[config.mk]
export PLATFORM = sky130hd
export DESIGN_NAME = ntc_table_temperature_hysteresis_unit
export DESIGN_NICKNAME = d
export VERILOG_FILES = /design/src/design/ntcth_pkg.sv /design/src/design/ntcth_ctrl.sv /design/src/design/ntcth_datapath.sv /design/src/design/ntc_table_temperature_hysteresis_unit.sv
export SDC_FILE = /design/constraint.sdc
export NUM_CORES = 1
export LEC_CHECK = 0
export BUFFER_PORTS_ARGS = -buffer_cell sky130_fd_sc_hd__buf_2
export CORE_ASPECT_RATIO = 1.5
export CORE_MARGIN = 5
export CORE_UTILIZATION = 57
export DETAILED_ROUTE_END_ITERATION = 16
export PLACE_DENSITY_LB_ADDON = 0.05
export SLEW_MARGIN = 20
export SYNTH_ARGS = -nofsm -noshare
export SYNTH_HDL_FRONTEND = slang
export SYNTH_SLANG_ARGS = --single-unit
[constraint.sdc]
create_clock -name clk_i -period 9.4 [get_ports clk_i]
set_clock_uncertainty 0.1 [all_clocks]
set_input_delay 1.41 -clock clk_i [delete_from_list [all_inputs] [get_ports clk_i]]
set_output_delay 1.41 -clock clk_i [all_outputs]
set_load 0.02 [all_outputs]
[src/design/ntcth_pkg.sv]
// Shared types and constants for the thermistor table temperature unit.
`default_nettype none

package ntcth_pkg;

  // Fixed field widths of the item formats.
  localparam int unsigned TempW  = 7;
  localparam int unsigned IndexW = 7;
  localparam int unsigned FaultW = 2;

  // Temperature reported for a shorted sensor, and the ceiling of a step.
  localparam logic [TempW-1:0] ShortTemp = 7'd100;
  localparam logic [TempW-1:0] TempMax   = 7'd127;

  // Operation carried in the input tuser bit.
  localparam logic OpSample = 1'b0;
  localparam logic OpWrite  = 1'b1;

  typedef enum logic [FaultW-1:0] {
    FAULT_NONE  = 2'd0,
    FAULT_OPEN  = 2'd1,
    FAULT_SHORT = 2'd2
  } fault_e;

  typedef enum logic [1:0] {
    ST_IDLE,
    ST_SCAN,
    ST_DONE
  } state_e;

  // Commands from the controller to the datapath.
  typedef struct packed {
    logic load;    // capture the accepted beat, write the table on a write item
    logic scan;    // step the table search
    logic finish;  // commit the new temperature into the output register
  } cmd_t;

  // Status from the datapath to the controller.
  typedef struct packed {
    logic scan_done;  // search found its candidate this cycle
    logic out_busy;   // output register holds a beat that is not taken
  } status_t;

endpackage

`default_nettype wire

[src/design/ntcth_ctrl.sv]
// Controller state machine that sequences load, table search and result.
`default_nettype none

module ntcth_ctrl (
  input  wire logic             clk_i,
  input  wire logic             rst_ni,
  input  wire logic             in_valid_i,
  input  wire logic             in_op_i,
  input  wire ntcth_pkg::status_t status_i,
  output ntcth_pkg::cmd_t       cmd_o,
  output logic                  in_ready_o
);

  ntcth_pkg::state_e state_q, state_d;

  // Next state.
  always_comb begin
    state_d = state_q;
    unique case (state_q)
      ntcth_pkg::ST_IDLE: begin
        if (in_valid_i) begin
          state_d = (in_op_i == ntcth_pkg::OpWrite) ? ntcth_pkg::ST_DONE
                                                    : ntcth_pkg::ST_SCAN;
        end
      end
      ntcth_pkg::ST_SCAN: begin
        if (status_i.scan_done) begin
          state_d = ntcth_pkg::ST_DONE;
        end
      end
      ntcth_pkg::ST_DONE: begin
        if (!status_i.out_busy) begin
          state_d = ntcth_pkg::ST_IDLE;
        end
      end
      default: state_d = ntcth_pkg::ST_IDLE;
    endcase
  end

  // Outputs decoded from the state.
  always_comb begin
    cmd_o      = '0;
    in_ready_o = 1'b0;
    unique case (state_q)
      ntcth_pkg::ST_IDLE: begin
        in_ready_o  = 1'b1;
        cmd_o.load  = in_valid_i;
      end
      ntcth_pkg::ST_SCAN: begin
        cmd_o.scan = 1'b1;
      end
      ntcth_pkg::ST_DONE: begin
        cmd_o.finish = !status_i.out_busy;
      end
      default: begin
        cmd_o = '0;
      end
    endcase
  end

  // State register.
  always_ff @(posedge clk_i or negedge rst_ni) begin
    if (!rst_ni) begin
      state_q <= ntcth_pkg::ST_IDLE;
    end else begin
      state_q <= state_d;
    end
  end

endmodule

`default_nettype wire

[src/design/ntcth_datapath.sv]
// Datapath: calibration table memory, pipelined search, hysteresis and output register.
`default_nettype none

module ntcth_datapath #(
  parameter int unsigned TABLE_DEPTH = 100,
  parameter int unsigned SAMPLE_BITS = 10
) (
  input  wire logic                               clk_i,
  input  wire logic                               rst_ni,
  input  wire ntcth_pkg::cmd_t                    cmd_i,
  input  wire logic                               op_i,
  input  wire logic [SAMPLE_BITS-1:0]             sample_i,
  input  wire logic [ntcth_pkg::IndexW-1:0]       entry_index_i,
  input  wire logic [SAMPLE_BITS-1:0]             entry_value_i,
  input  wire logic                               out_ready_i,
  output ntcth_pkg::status_t                      status_o,
  output logic                                    out_valid_o,
  output logic [ntcth_pkg::TempW-1:0]             temperature_o,
  output ntcth_pkg::fault_e                       fault_o
);

  localparam int unsigned AddrW = (TABLE_DEPTH > 1) ? $clog2(TABLE_DEPTH) : 1;
  localparam int unsigned CntW  = $clog2(TABLE_DEPTH + 1);
  localparam int unsigned CmpW  = 8;
  localparam int unsigned DiffW = SAMPLE_BITS + 1;
  localparam int unsigned ThW   = SAMPLE_BITS + 2;
  localparam logic [CmpW-1:0] DepthC = CmpW'(TABLE_DEPTH);
  localparam logic [CntW-1:0] LastIdx = CntW'(TABLE_DEPTH - 1);

  logic [SAMPLE_BITS-1:0] mem_q [TABLE_DEPTH];

  logic                        op_q;
  logic [SAMPLE_BITS-1:0]      sample_q;
  logic [CntW-1:0]             idx_q;
  logic                        rvalid_q;
  logic [CntW-1:0]             ridx_q;
  logic [SAMPLE_BITS-1:0]      rdata_q;
  logic [SAMPLE_BITS-1:0]      last_q;
  logic [SAMPLE_BITS-1:0]      below_q;
  logic [SAMPLE_BITS-1:0]      lo_q;
  logic [SAMPLE_BITS-1:0]      hi_q;
  logic [CntW-1:0]             cand_q;
  logic [ntcth_pkg::TempW-1:0] cur_q;
  logic                        out_valid_q;
  logic [ntcth_pkg::TempW-1:0] out_temp_q;
  ntcth_pkg::fault_e           out_fault_q;

  logic                        rd_en;
  logic                        hit;
  logic                        ended;
  logic                        wr_en;
  logic [CmpW-1:0]             ridx_w;
  logic [CmpW-1:0]             cur_w;
  logic [CmpW-1:0]             cur_p1;
  logic [CmpW-1:0]             cand_w;
  logic [CmpW-1:0]             cand_p1;
  logic                        up_move;
  logic [SAMPLE_BITS-1:0]      base_a;
  logic [SAMPLE_BITS-1:0]      base_b;
  logic signed [DiffW-1:0]     diff;
  logic signed [DiffW-1:0]     diff_adj;
  logic signed [DiffW-1:0]     quarter;
  logic signed [ThW-1:0]       thresh;
  logic signed [ThW-1:0]       sample_s;
  logic [ntcth_pkg::TempW-1:0] temp_d;
  ntcth_pkg::fault_e           fault_d;

  // Table writes; an index past the table is dropped.
  assign wr_en = cmd_i.load && (op_i == ntcth_pkg::OpWrite)
                 && ({1'b0, entry_index_i} < DepthC);

  always_ff @(posedge clk_i) begin
    if (wr_en) begin
      mem_q[entry_index_i[AddrW-1:0]] <= entry_value_i;
    end
  end

  // One table read per cycle during the search, data registered.
  assign rd_en = cmd_i.scan && (idx_q < CntW'(TABLE_DEPTH));

  always_ff @(posedge clk_i) begin
    if (rd_en) begin
      rdata_q <= mem_q[idx_q[AddrW-1:0]];
    end
  end

  // Search pipeline control.
  always_ff @(posedge clk_i or negedge rst_ni) begin
    if (!rst_ni) begin
      idx_q    <= '0;
      rvalid_q <= 1'b0;
    end else if (cmd_i.load) begin
      idx_q    <= '0;
      rvalid_q <= 1'b0;
    end else begin
      rvalid_q <= rd_en;
      if (rd_en) begin
        idx_q <= idx_q + CntW'(1);
      end
    end
  end

  always_ff @(posedge clk_i) begin
    if (rd_en) begin
      ridx_q <= idx_q;
    end
  end

  assign ridx_w = CmpW'(ridx_q);
  assign cur_w  = CmpW'(cur_q);
  assign cur_p1 = cur_w + CmpW'(1);

  // The first entry above the sample ends the search; so does the last entry.
  assign hit   = cmd_i.scan && rvalid_q && (sample_q < rdata_q);
  assign ended = cmd_i.scan && rvalid_q && !hit && (ridx_q == LastIdx);

  assign status_o.scan_done = hit || ended;
  assign status_o.out_busy  = out_valid_q && !out_ready_i;

  // Capture the item and the entries that the hysteresis step needs.
  always_ff @(posedge clk_i) begin
    if (cmd_i.load) begin
      op_q     <= op_i;
      sample_q <= sample_i;
    end
    if (cmd_i.scan && rvalid_q) begin
      last_q  <= rdata_q;
      below_q <= last_q;
      if (ridx_w == cur_w) begin
        lo_q <= rdata_q;
      end
      if (ridx_w == cur_p1) begin
        hi_q <= rdata_q;
      end
    end
    if (hit) begin
      cand_q <= ridx_q;
    end else if (ended) begin
      cand_q <= CntW'(TABLE_DEPTH);
    end
  end

  // Quarter-step threshold, rounded toward zero.
  assign cand_w  = CmpW'(cand_q);
  assign cand_p1 = cand_w + CmpW'(1);
  assign up_move = cand_w > cur_w;
  assign base_a  = up_move ? hi_q : last_q;
  assign base_b  = up_move ? lo_q : below_q;
  assign diff     = $signed({1'b0, base_a}) - $signed({1'b0, base_b});
  assign diff_adj = diff + (diff[DiffW-1] ? DiffW'(3) : DiffW'(0));
  assign quarter  = diff_adj >>> 2;
  assign sample_s = $signed({2'b00, sample_q});
  assign thresh   = up_move
                    ? $signed({2'b00, lo_q}) + ThW'(quarter)
                    : $signed({2'b00, last_q}) - ThW'(quarter);

  // New temperature and fault for the finished item.
  always_comb begin
    temp_d  = cur_q;
    fault_d = ntcth_pkg::FAULT_NONE;
    if (op_q == ntcth_pkg::OpSample) begin
      if (cand_w == '0) begin
        temp_d  = '0;
        fault_d = ntcth_pkg::FAULT_OPEN;
      end else if (cand_w >= DepthC) begin
        temp_d  = ntcth_pkg::ShortTemp;
        fault_d = ntcth_pkg::FAULT_SHORT;
      end else if (up_move) begin
        temp_d = (sample_s >= thresh) ? ntcth_pkg::TempW'(cand_w)
                                      : ntcth_pkg::TempW'(cand_w - CmpW'(1));
      end else if (cand_w < cur_w) begin
        if (sample_s <= thresh) begin
          temp_d = ntcth_pkg::TempW'(cand_w);
        end else if (cand_p1 > CmpW'(ntcth_pkg::TempMax)) begin
          temp_d = ntcth_pkg::TempMax;
        end else begin
          temp_d = ntcth_pkg::TempW'(cand_p1);
        end
      end
    end
  end

  // Temperature state and output beat valid.
  always_ff @(posedge clk_i or negedge rst_ni) begin
    if (!rst_ni) begin
      cur_q       <= '0;
      out_valid_q <= 1'b0;
    end else if (cmd_i.finish) begin
      cur_q       <= temp_d;
      out_valid_q <= 1'b1;
    end else if (out_ready_i) begin
      out_valid_q <= 1'b0;
    end
  end

  always_ff @(posedge clk_i) begin
    if (cmd_i.finish) begin
      out_temp_q  <= temp_d;
      out_fault_q <= fault_d;
    end
  end

  assign out_valid_o   = out_valid_q;
  assign temperature_o = out_temp_q;
  assign fault_o       = out_fault_q;

`ifndef SYNTH
  // A result is never committed over a beat that is still waiting.
  assert property (@(posedge clk_i) disable iff (!rst_ni)
    cmd_i.finish |-> !(out_valid_q && !out_ready_i))
    else $error("result committed over a pending output beat");

  // Returned read data always comes from an entry inside the table.
  assert property (@(posedge clk_i) disable iff (!rst_ni)
    rvalid_q |-> (ridx_q < CntW'(TABLE_DEPTH)))
    else $error("table read outside its depth");

  // A shorted sample leaves the temperature at the short value.
  assert property (@(posedge clk_i) disable iff (!rst_ni)
    (cmd_i.finish && (fault_d == ntcth_pkg::FAULT_SHORT)) |=>
      (cur_q == ntcth_pkg::ShortTemp))
    else $error("short fault without short temperature");

  // A write item never reports a fault.
  assert property (@(posedge clk_i) disable iff (!rst_ni)
    (cmd_i.finish && (op_q == ntcth_pkg::OpWrite)) |=>
      (out_fault_q == ntcth_pkg::FAULT_NONE))
    else $error("fault reported for a table write");
`endif

endmodule

`default_nettype wire

[src/design/ntc_table_temperature_hysteresis_unit.sv]
// Top level of the thermistor table temperature unit with hysteresis.
//
//  Channel | Direction | tdata (low bit up)                      | tuser
//  s_axis  | in        | sample, entry_index, entry_value, zeros | op (0 sample, 1 write)
//  m_axis  | out       | temperature, zero                       | fault
//
// A write beat writes the table on acceptance and then commits its result. A
// sample beat first runs the search, which reads one table entry per cycle from
// the calibration memory until an entry above the sample or the last entry.
// Reset clears the current temperature and the control; the table holds no
// reset value and must be written before samples are sent.
// A new beat is accepted while the previous result waits in the output register.
`default_nettype none

module ntc_table_temperature_hysteresis_unit #(
  parameter int unsigned TABLE_DEPTH = 100,
  parameter int unsigned SAMPLE_BITS = 10,
  localparam int unsigned InW = 2 * SAMPLE_BITS + 1 + ntcth_pkg::IndexW - 1,
  localparam int unsigned InTdataW = ((InW + 7) / 8) * 8
) (
  input  wire logic                  clk_i,
  input  wire logic                  rst_ni,
  input  wire logic                  s_axis_tvalid,
  output logic                       s_axis_tready,
  // sample, entry_index, entry_value, zero fill
  input  wire logic [InTdataW-1:0]   s_axis_tdata,
  // op
  input  wire logic                  s_axis_tuser,
  output logic                       m_axis_tvalid,
  input  wire logic                  m_axis_tready,
  // temperature, zero fill
  output logic [7:0]                 m_axis_tdata,
  // fault
  output logic [1:0]                 m_axis_tuser
);

  ntcth_pkg::cmd_t                 cmd;
  ntcth_pkg::status_t              status;
  logic [SAMPLE_BITS-1:0]          in_sample;
  logic [ntcth_pkg::IndexW-1:0]    in_index;
  logic [SAMPLE_BITS-1:0]          in_value;
  logic [ntcth_pkg::TempW-1:0]     temperature;
  ntcth_pkg::fault_e               fault;

  // Unpack the input beat.
  assign in_sample = s_axis_tdata[SAMPLE_BITS-1:0];
  assign in_index  = s_axis_tdata[SAMPLE_BITS +: ntcth_pkg::IndexW];
  assign in_value  = s_axis_tdata[SAMPLE_BITS + ntcth_pkg::IndexW +: SAMPLE_BITS];

  ntcth_ctrl u_ctrl (
    .clk_i      (clk_i),
    .rst_ni     (rst_ni),
    .in_valid_i (s_axis_tvalid),
    .in_op_i    (s_axis_tuser),
    .status_i   (status),
    .cmd_o      (cmd),
    .in_ready_o (s_axis_tready)
  );

  ntcth_datapath #(
    .TABLE_DEPTH (TABLE_DEPTH),
    .SAMPLE_BITS (SAMPLE_BITS)
  ) u_datapath (
    .clk_i         (clk_i),
    .rst_ni        (rst_ni),
    .cmd_i         (cmd),
    .op_i          (s_axis_tuser),
    .sample_i      (in_sample),
    .entry_index_i (in_index),
    .entry_value_i (in_value),
    .out_ready_i   (m_axis_tready),
    .status_o      (status),
    .out_valid_o   (m_axis_tvalid),
    .temperature_o (temperature),
    .fault_o       (fault)
  );

  // Pack the output beat.
  assign m_axis_tdata = {1'b0, temperature};
  assign m_axis_tuser = fault;

endmodule

`default_nettype wire
==> results.ini, run 1 <==
[die]
ios=49
rows=126
chipHeight_um=355
start_util_pct=57.5
core_um2=78800
dieArea_um2=85400
die_width_um=240

[global_routing]
grt_pass1_wl_mm=153
grt_pass1_vias=23100
antenna_found_initial=1
grt_usage_pct=24.4
grt_max_degree=162
grt_overflow=0

[clock_tree]
cts_tree=done
cts.sinks=1102
clockBufferDepth=3
ctsHtreeMaxLevel=3
clock_latency_ns=0.67
cts_buffers=100
ctsHoldBuffers=0
clkTransAtPathRegs_ns=0.07
root_buffer=clkbuf_16

[timing]
final_hold_viol_count=0
slew_headroom_pct=15.2
slew_violations=0
fmax_ghz=0.111
min_period_over_period_pct=95.9
setup_slack_ns=0.384
worstMarginPinSlew_ns=1.26
finalSetupTns_ns=0
setup_viol=0
min_period_ns=9.02

[worst_setup_path]
crit_start=u_datapath.cand_q[6]
required_ns=9.68
cp_slowest_cell=o41a_1
reg2reg_from=u_datapath.cand_q[6]
critPathKind=flop to flop
start_kind=flop
end_kind=flop
rrSetupSlack_ns=0.38
cp_data_arrival_time_ns=9.30
max_stage_delay_ns=0.45
path_max_fanout=6
cp_common_cell=buf_4

[final_layout]
nets=2539
nFillCells=5307
area_delta_synth_final_pct=12.8
drive_above_1_share_pct=28.1
fin_cells=3543
final_util_pct=64.9

[power]
ir_worst_vdd_mv=0.462
power_density_nw_per_um2=353
p_leak_nw=16.3

[placement]
gp_congestion=0.933
io_buffers=42
place_inst=3342
place_ws_ns=-0.0259
hpwl_mm=63.5

[logic_synthesis]
netlist_area_um2=45300
synthArstFlopShare_pct=1.63
synthCells=2270
yosysSeqAreaShare_pct=72.8
synth_cell_types=71
synth_area_per_cell_um2=20.0
ys_seq_elements=1102
ys_warn_count=0
synth.net_count=2375
synth_edf_count=1084
ys.flop_type=edfxtp_1

[drt]
wire_per_inst_um=29.0
ant_nets=0
drt_first_pass_iters=5
drc=0
via_count=22300
initialDrtViolationCount=1744
routed_wl_mm=103
viasPerCell=6.28

[status]
outcome=finished clean

[hold_path]
hold_path_class=flop to flop
hp-start=u_datapath.last_q[0]

[job]
maxCapViolations=0

per-stage QoR:
step           instance area [um^2]  total power, mW  hold slack, ns
2_1_floorplan                 45300             10.8           0.323
4_1_cts                       50700             17.7           0.362
5_1_grt                       51100             19.0           0.373
6_report                      51100             18.0           0.362
3_3_place_gp                  47300             13.3           0.340
3_5_place_dp                  47400             13.5           0.346
cells in the final DEF, fill, tap and decap left out, types with 19 or more instances in the layout:
cell type	n
buf_2	32
mux4_2	320
mux2i_1	21
o21ai_0	26
nand2_1	84
edfxtp_1	1084
inv_1	47
buf_4	121
ha_1	62
nor2_1	150
xnor2_1	20
a21oi_1	42
clkbuf_1	25
xor2_1	19
clkbuf_16	101
synthesized netlist by cell type (6+ instances only):
master / count / share of area [%]
nand4_1: 11 / 0.15
ha_1: 65 / 1.8
nand2b_1: 16 / 0.22
inv_1: 49 / 0.41
and2_1: 14 / 0.19
edfxtp_1: 1084 / 72
xor2_1: 21 / 0.41
clkbuf_1: 69 / 0.57
o21a_1: 8 / 0.13
nor3_1: 15 / 0.17
mux2_2: 11 / 0.27
nand2_1: 85 / 0.70
a21oi_1: 46 / 0.51
buf_1: 30 / 0.25
dfrtp_1: 18 / 0.99
mux4_2: 320 / 16
a211oi_1: 9 / 0.15
a22oi_1: 6 / 0.099
a31oi_1: 6 / 0.083
nor2_1: 158 / 1.3
o22ai_1: 9 / 0.12
nand3_1: 18 / 0.20
o211ai_1: 7 / 0.12
or3_1: 8 / 0.11
nor2b_1: 15 / 0.21
o21ai_0: 35 / 0.39
xnor2_1: 21 / 0.41
mux2i_1: 22 / 0.49
a21o_1: 18 / 0.30
area by class of cell:
cell class / count / area, um^2 / area share [%]
clock inverters: 59 / 687 / 1.34
flip-flops and latches: 1102 / 33000 / 64.6
diodes: 1 / 2.50 / 0.00489
repair buffers: 166 / 1300 / 2.54
inverters: 49 / 184 / 0.360
clock buffers: 127 / 2640 / 5.15
well taps: 1024 / 1280 / 2.51
multi-input cells: 1015 / 12000 / 23.5
metal layers:
metal  share of wire, %  track usage, %  vias up  wire length, um
li1                   -               -     9650                -
met1                 38            32.6    11800            39600
met2                 54            42.8      650            55300
met3                4.6            2.74      154             4770
met4                3.1            7.14        0             3180
met5                  0               0        -                0
worst paths after layout:
kind | end | depth (start not counted)
worst max register to register | u_datapath.temperature_o[3] | 42
worst min-delay path | u_datapath.below_q[0] | 0
worst max-delay path | u_datapath.temperature_o[3] | 42
worst min register to register | u_datapath.below_q[0] | 0
min in group asynchronous | u_datapath.cur_q[0] | 1
max in group asynchronous | u_datapath.idx_q[0] | 1
critical path: cells and delay by family (launching register included):
kind / cells / cell delay [ns]
AO/OA/AOI/OAI: 14 / 3.40
AND/OR/NAND/NOR: 11 / 1.66
adder cells (fa/ha/maj): 6 / 1.55
buffers and inverters: 7 / 0.94
flip-flops: 1 / 0.44
multiplexers: 2 / 0.32
XOR/XNOR: 2 / 0.31
flip-flops by register name, indices dropped and copies added (netlist names):
signal                    flops
u_datapath.mem_q           1000
u_datapath.below_q           10
u_datapath.hi_q              10
u_datapath.last_q            10
u_datapath.lo_q              10
u_datapath.rdata_q           10
u_datapath.sample_q          10
u_datapath.cand_q             7
u_datapath.cur_q              7
u_datapath.idx_q              7
u_datapath.ridx_q             7
u_datapath.temperature_o      7
u_ctrl.state_q                2
u_datapath.fault_o            2
u_datapath.op_q               1
u_datapath.out_valid_o        1
u_datapath.rvalid_q           1
kinds of logic after synthesis:
| logic type | after synthesis | share of synthesized area [%] |
|---|---|---|
| fa+ha+maj | 68 | 1.93 |
| mux | 356 | 16.7 |
| other cells | 1 | 0.00827 |
| buf+inv | 153 | 1.29 |
| compound gates | 182 | 2.71 |
| flops | 1102 | 72.8 |
| simple gates | 366 | 3.71 |
| xor+xnor | 42 | 0.811 |
repair_timing:
action | CTS | global route
endpoints found under the setup margin | 5 | 14
resized for setup | 4 | 57
pin swaps | 1 | 27
setup buffers | 1 | 9
report_power, final:
group,leakage (nW),internal (mW),switching (mW),total (mW)
Clock,1.60,2.33,1.78,4.12
Combinational,4.72,3.77,4.38,8.15
Sequential,9.99,5.57,0.190,5.76
Total,16.3,11.7,6.36,18.0
Note: power is estimated with default switching activity, not from simulation.
==> inputs of run 2 (changes only) <==
CAP_MARGIN = 40   (was default)
CORE_MARGIN = default   (was 5)
SYNTH_HIERARCHICAL = 1   (was default)
==> run 2 against run 1 <==
Effect of this change: combinational power down 28%; non-clock buffer count up 69; core utilization up 0.88 points; area after synthesis up 0.16%; sequential cell count unchanged; critical path type unchanged; wire length down 0.76%; highest routed layer unchanged; design area up 1.4%; largest power group unchanged.
==> results.ini, run 2 <==
[worst_setup_path]
rrSetupSlack_ns=0.41
cp.depth=41
max_stage_delay_ns=0.50
path_max_fanout=15
required_ns=9.71
r2r_end=u_datapath/temperature_o[2]
cp_slowest_cell=fa_1
cpLargestDelayFamily=compound AO/OA/AOI/OAI gates
r2r_cells=41
path_buf_inv=7
critPathKind=flop to flop
start_kind=flop
end_kind=flop
reg2reg_from=u_datapath/cur_q[4]
cp_data_arrival_time_ns=9.30

[timing]
min_period_over_period_pct=95.6
slew_violations=0
min_period_ns=8.99
fmax_ghz=0.111
final_hold_viol_count=0
slew_headroom_pct=31.3
worstMarginPinSlew_ns=1.03
setup_viol=0

[die]
chipHeight_um=348
die_width_um=232
dieArea_um2=80800
rows=126
ios=49
start_util_pct=57.6
core_um2=78800

[global_routing]
antenna_found_initial=1
grt_max_degree=140
grt_usage_pct=26.1
grt_pass1_wl_mm=152
grt_overflow=0
grt_pass1_vias=23500

[hold_path]
hold_path_class=flop to flop
hold_path_depth=0
holdPathEnd=u_datapath/below_q[0]
hp-start=u_datapath/last_q[0]

[logic_synthesis]
synth_top_area_share_pct=71.7
ys_warn_count=6
synthCells=2258
yosysSeqAreaShare_pct=72.7
synthArstFlopShare_pct=1.63
ys_seq_elements=1102
synth_edf_count=1084
synthTopCellsByArea=edfxtp_1 (72%), mux4_2 (16%), ha_1 (1.8%)
synth_area_per_cell_um2=20.1
yosysMostFrequentCell=edfxtp_1
synth.net_count=2363
synth_top_cell_by_area=edfxtp_1
ys.flop_type=edfxtp_1
netlist_area_um2=45400
synth_cell_types=75
synth_common_cells=edfxtp_1 (1,084), mux4_2 (320), nor2_1 (162)

[clock_tree]
cts_tree=done
cts.sinks=1102
clockBufferDepth=3
clock_latency_ns=0.66
root_buffer=clkbuf_16
cts_buffers=100
ctsHtreeMaxLevel=3
clkTransAtPathRegs_ns=0.07

[drt]
drc=0
dr_wl_met3_mm=5.14
drt_first_pass_iters=5
routed_wl_mm=102
routed-wl-met2_mm=53.9
ant_nets=0
wire_per_inst_um=28.4
viasPerCell=6.25
routed.top_layer=met4
initialDrtViolationCount=2042
wl_met1_mm=39.5
via_count=22500

[final_layout]
drive_above_1_share_pct=29.6
nets=2596
layout_common_cells=edfxtp_1 (1,084), mux4_2 (320), buf_4 (169), nor2_1 (158), clkbuf_16 (103)
seq_area_um2=33000
nFillCells=5277
largest_reg_flops=1000
final_common_cell=edfxtp_1
final_util_pct=65.8
multi_input_area_um2=11900
insertedDiodeCount=0
area_delta_synth_final_pct=14.1

[power]
total_power_mw=15.8
ir_worst_vdd_mv=0.247
p_leak_nw=16.7
power_density_nw_per_um2=304

[placement]
io_buffers=42
hpwl_mm=67.6
gp_congestion=0.902

[job]
maxCapViolations=0

[status]
outcome=finished clean

## run 2: cell types whose count changed in the layout (fill, tap and decap cells not counted), sizes merged, moves of 10 or more
cell / change
nand2: -27
xnor2: +11
buf: +68
mux2: +10
## run 2: layout make-up
| cell class | instances | area share, % |
|---|---|---|
| timing repair buffer | 235 | 4.02 |
| clock inverter | 59 | 1.38 |
| multi-input combinational | 1007 | 23.0 |
| sequential | 1102 | 63.7 |
| tap | 1024 | 2.47 |
| clock buffer | 127 | 5.11 |
| inverter | 45 | 0.326 |
## run 2: through the flow
step / setup TNS [ns] / cell area [um^2] / hold slack, ns / setup slack (ns) / instances
after floorplan: 0 / 45400 / 0.323 / 0.577 / 2258
after CTS: 0 / 51700 / 0.386 / 0.172 / 3596
after global placement: 0 / 47100 / 0.365 / 0.266 / 3292
after detailed placement: 0 / 48400 / 0.370 / 0.231 / 3410
after global routing: -0.0581 / 51800 / 0.409 / -0.0284 / 3599
final: 0 / 51800 / 0.381 / 0.415 / 3599
## run 2: worst max-delay path by stage
stage                                        to           startpoint  slack, ns
finish              u_datapath/temperature_o[2]  u_datapath/cur_q[4]       0.41
global route        u_datapath/temperature_o[2]  u_datapath/cur_q[4]      -0.03
CTS                 u_datapath/temperature_o[5]  u_datapath/cur_q[6]       0.17
detailed placement  u_datapath/temperature_o[5]  u_datapath/cur_q[6]       0.23
global placement    u_datapath/temperature_o[2]  u_datapath/cur_q[6]       0.27
floorplan           u_datapath/temperature_o[2]  u_datapath/cur_q[5]       0.58
## run 2: metal layers
layer	GRT usage [%]	vias to the layer above
met1	33.7	11900
li1	-	9805
met3	3.80	162
met4	9.43	0
met5	0	-
met2	45.0	646
## run 2: cell families after synthesis
logic type | share of synthesized area [%]
and+or+nand+nor | 3.54
buffers and inverters | 1.27
AOI/OAI and AO/OA | 2.79
adders and majority gates | 1.92
muxes | 16.9
xor gates and xnor gates | 0.887
other | 0.00826
DFF | 72.7
## run 2: repair_timing
item / in CTS / in global routing
buffers inserted: 0 / 2
endpoints found under the setup margin: 0 / 14
gates resized for setup: 0 / 12
hold buffers: 0 / 0
## run 2: power breakdown
group	total, mW	switching, mW	internal, mW
combinational	5.90	3.12	2.78
clock	4.17	1.75	2.41
sequential	5.68	0.148	5.53
==> inputs of run 3 (changes only) <==
CORE_ASPECT_RATIO = 0.5   (was 1.5)
SYNTH_HIERARCHICAL = default   (was 1)
==> run 3 against run 2 <==
Effect of this change: register-to-register slack better by 0.03 ns; first-iteration DRC count up 17%; via count up 0.93%; total power up 10%; maximum frequency up 0.37%; sequential share of layout area up 0.29 points; critical path depth up 1; highest routed layer is now met5; critical path type unchanged.
==> results.ini, run 3 (same netlist as run 1, synthesis figures left out) <==
[status]
outcome=finished clean

[worst_setup_path]
r2r_cells=42
cp_common_cell=ha_1
start_kind=flop
reg2reg_from=u_datapath.cur_q[4]
rrSetupSlack_ns=0.45
r2r_end=u_datapath.temperature_o[3]
path_max_fanout=6
cp_slowest_cell=a2111oi_4
required_ns=9.72
end_kind=flop
critPathKind=flop to flop
cp_data_arrival_time_ns=9.27
max_stage_delay_ns=0.41

[power]
total_power_mw=17.3
power_density_nw_per_um2=336
ir_worst_vdd_mv=0.505
p_leak_nw=16.7

[final_layout]
nFillCells=5142
final_common_cell=edfxtp_1
nets=2601
fin_cells=3608
layout_common_cells=edfxtp_1 (1,084), mux4_2 (320), buf_4 (177), nor2_1 (156), clkbuf_16 (95)
largest_reg_flops=1000
insertedDiodeCount=0
drive_above_1_share_pct=29.3
finalInstanceArea_um2=51600
area_delta_synth_final_pct=13.8

[clock_tree]
cts_buffers=92
ctsHoldBuffers=0
root_buffer=clkbuf_16
clockBufferDepth=3
cts.sinks=1102
clkTransAtPathRegs_ns=0.07
ctsHtreeMaxLevel=3
clock_latency_ns=0.68
cts_tree=done

[global_routing]
met1_usage_pct=37.9
antenna_found_initial=4
grt_pass1_wl_mm=148
grt_usage_pct=25.3
grt_pass1_vias=22400
grtUsageMet2_pct=40.0
grt_max_degree=88
top_usage_layer=met2
grt_overflow=0
grt.met3_usage_pct=4.05

[die]
start_util_pct=58.1
ios=49
rows=72
die_width_um=401
chipHeight_um=201
dieArea_um2=80700
core_um2=78000

[drt]
drc=0
ant_nets=0
initialDrtViolationCount=2387
viasPerCell=6.29
via_count=22700
routed_wl_mm=100
wire_per_inst_um=27.7
drt_first_pass_iters=5

[placement]
gp_congestion=0.860
place_ws_ns=0.00199
place_inst=3429
placed_cell_area_um2=48200
hpwl_mm=65.2
io_buffers=42

[timing]
setup_viol=0
fmax_ghz=0.112
setup_slack_ns=0.447
whs_ns=0.353
final_hold_viol_count=0
min_period_ns=8.95
min_period_over_period_pct=95.2
slew_headroom_pct=42.0
slew_violations=0
worstMarginPinSlew_ns=0.870

[hold_path]
holdPathEnd=u_datapath.below_q[0]
hold_path_depth=0
hp-start=u_datapath.last_q[0]
hold_path_class=flop to flop

[job]
maxCapViolations=0

-- run 3: changes by cell type in the layout (fill, tap and decap cells not counted), moves of 7 or more --
cell       previous run  this run
buf_4               169       177
clkbuf_16           103        95
mux2_2               22        11
nand2_1              58        85
o21ai_0              40        27
o22ai_1               2         9
xnor2_1              32        19
-- run 3: worst max-delay path by stage --
stage                                              to            startpoint  cells after the start  slack (ns)
after CTS                 u_datapath.temperature_o[3]   u_datapath.cur_q[4]                     44        0.05
after global placement    u_datapath.temperature_o[3]   u_datapath.cur_q[4]                     42        0.21
final                     u_datapath.temperature_o[3]   u_datapath.cur_q[4]                     42        0.45
after global routing      u_datapath.temperature_o[5]   u_datapath.cur_q[4]                     41       -0.06
after floorplan           u_datapath.temperature_o[5]  u_datapath.cand_q[5]                     44        0.02
after detailed placement  u_datapath.temperature_o[3]   u_datapath.cur_q[4]                     42       0.002
-- run 3: final cells by class --
| cell class | count | area [um^2] | share of cell area [%] |
|---|---|---|---|
| sequential | 1102 | 33000 | 64.0 |
| multi-input combinational | 1015 | 12000 | 23.2 |
| clock buffer | 117 | 2470 | 4.79 |
| timing repair buffer | 236 | 2010 | 3.90 |
| tap | 1036 | 1300 | 2.51 |
| clock inverter | 53 | 653 | 1.27 |
| inverter | 49 | 184 | 0.356 |
-- run 3: timing repair --
item                       in CTS  in global routing
setup buffers                   1                  5
gates resized for setup         2                 43
pin swaps                       0                 14
setup endpoints to repair       2                 14
-- run 3: through the flow --
| step | TNS (ns) | util (%) |
|---|---|---|
| 4_1_cts | 0 | 65.7 |
| 5_1_grt | -0.182 | 66.1 |
| 2_1_floorplan | 0 | - |
| 3_5_place_dp | 0 | 61.7 |
| 3_3_place_gp | 0 | 60.3 |
| 6_report | 0 | 66.1 |
-- run 3: layer usage --
metal / wire length (um) / part of all wire (%) / vias up
li1: - / - / 9775
met1: 42800 / 43 / 12000
met2: 48700 / 49 / 770
met3: 6730 / 6.7 / 110
met4: 1750 / 1.7 / 2
met5: 13 / 0.013 / -
-- run 3: power breakdown --
group | internal [mW] | total, mW | switching (mW)
Clock | 2.21 | 3.99 | 1.77
Sequential | 5.57 | 5.73 | 0.164
Combinational | 3.51 | 7.60 | 4.09
Total | 11.3 | 17.3 | 6.03
-- run 3: critical path: cells and delay by family, from the launching register on --
| family | cells | cell delay [ns] |
|---|---|---|
| AO/OA/AOI/OAI | 13 | 3.15 |
| XOR/XNOR | 2 | 0.31 |
| adder cells (fa/ha/maj) | 6 | 1.61 |
| buffers and inverters | 7 | 0.87 |
| flip-flops | 1 | 0.38 |
| multiplexers | 2 | 0.31 |
| AND/OR/NAND/NOR | 12 | 1.91 |
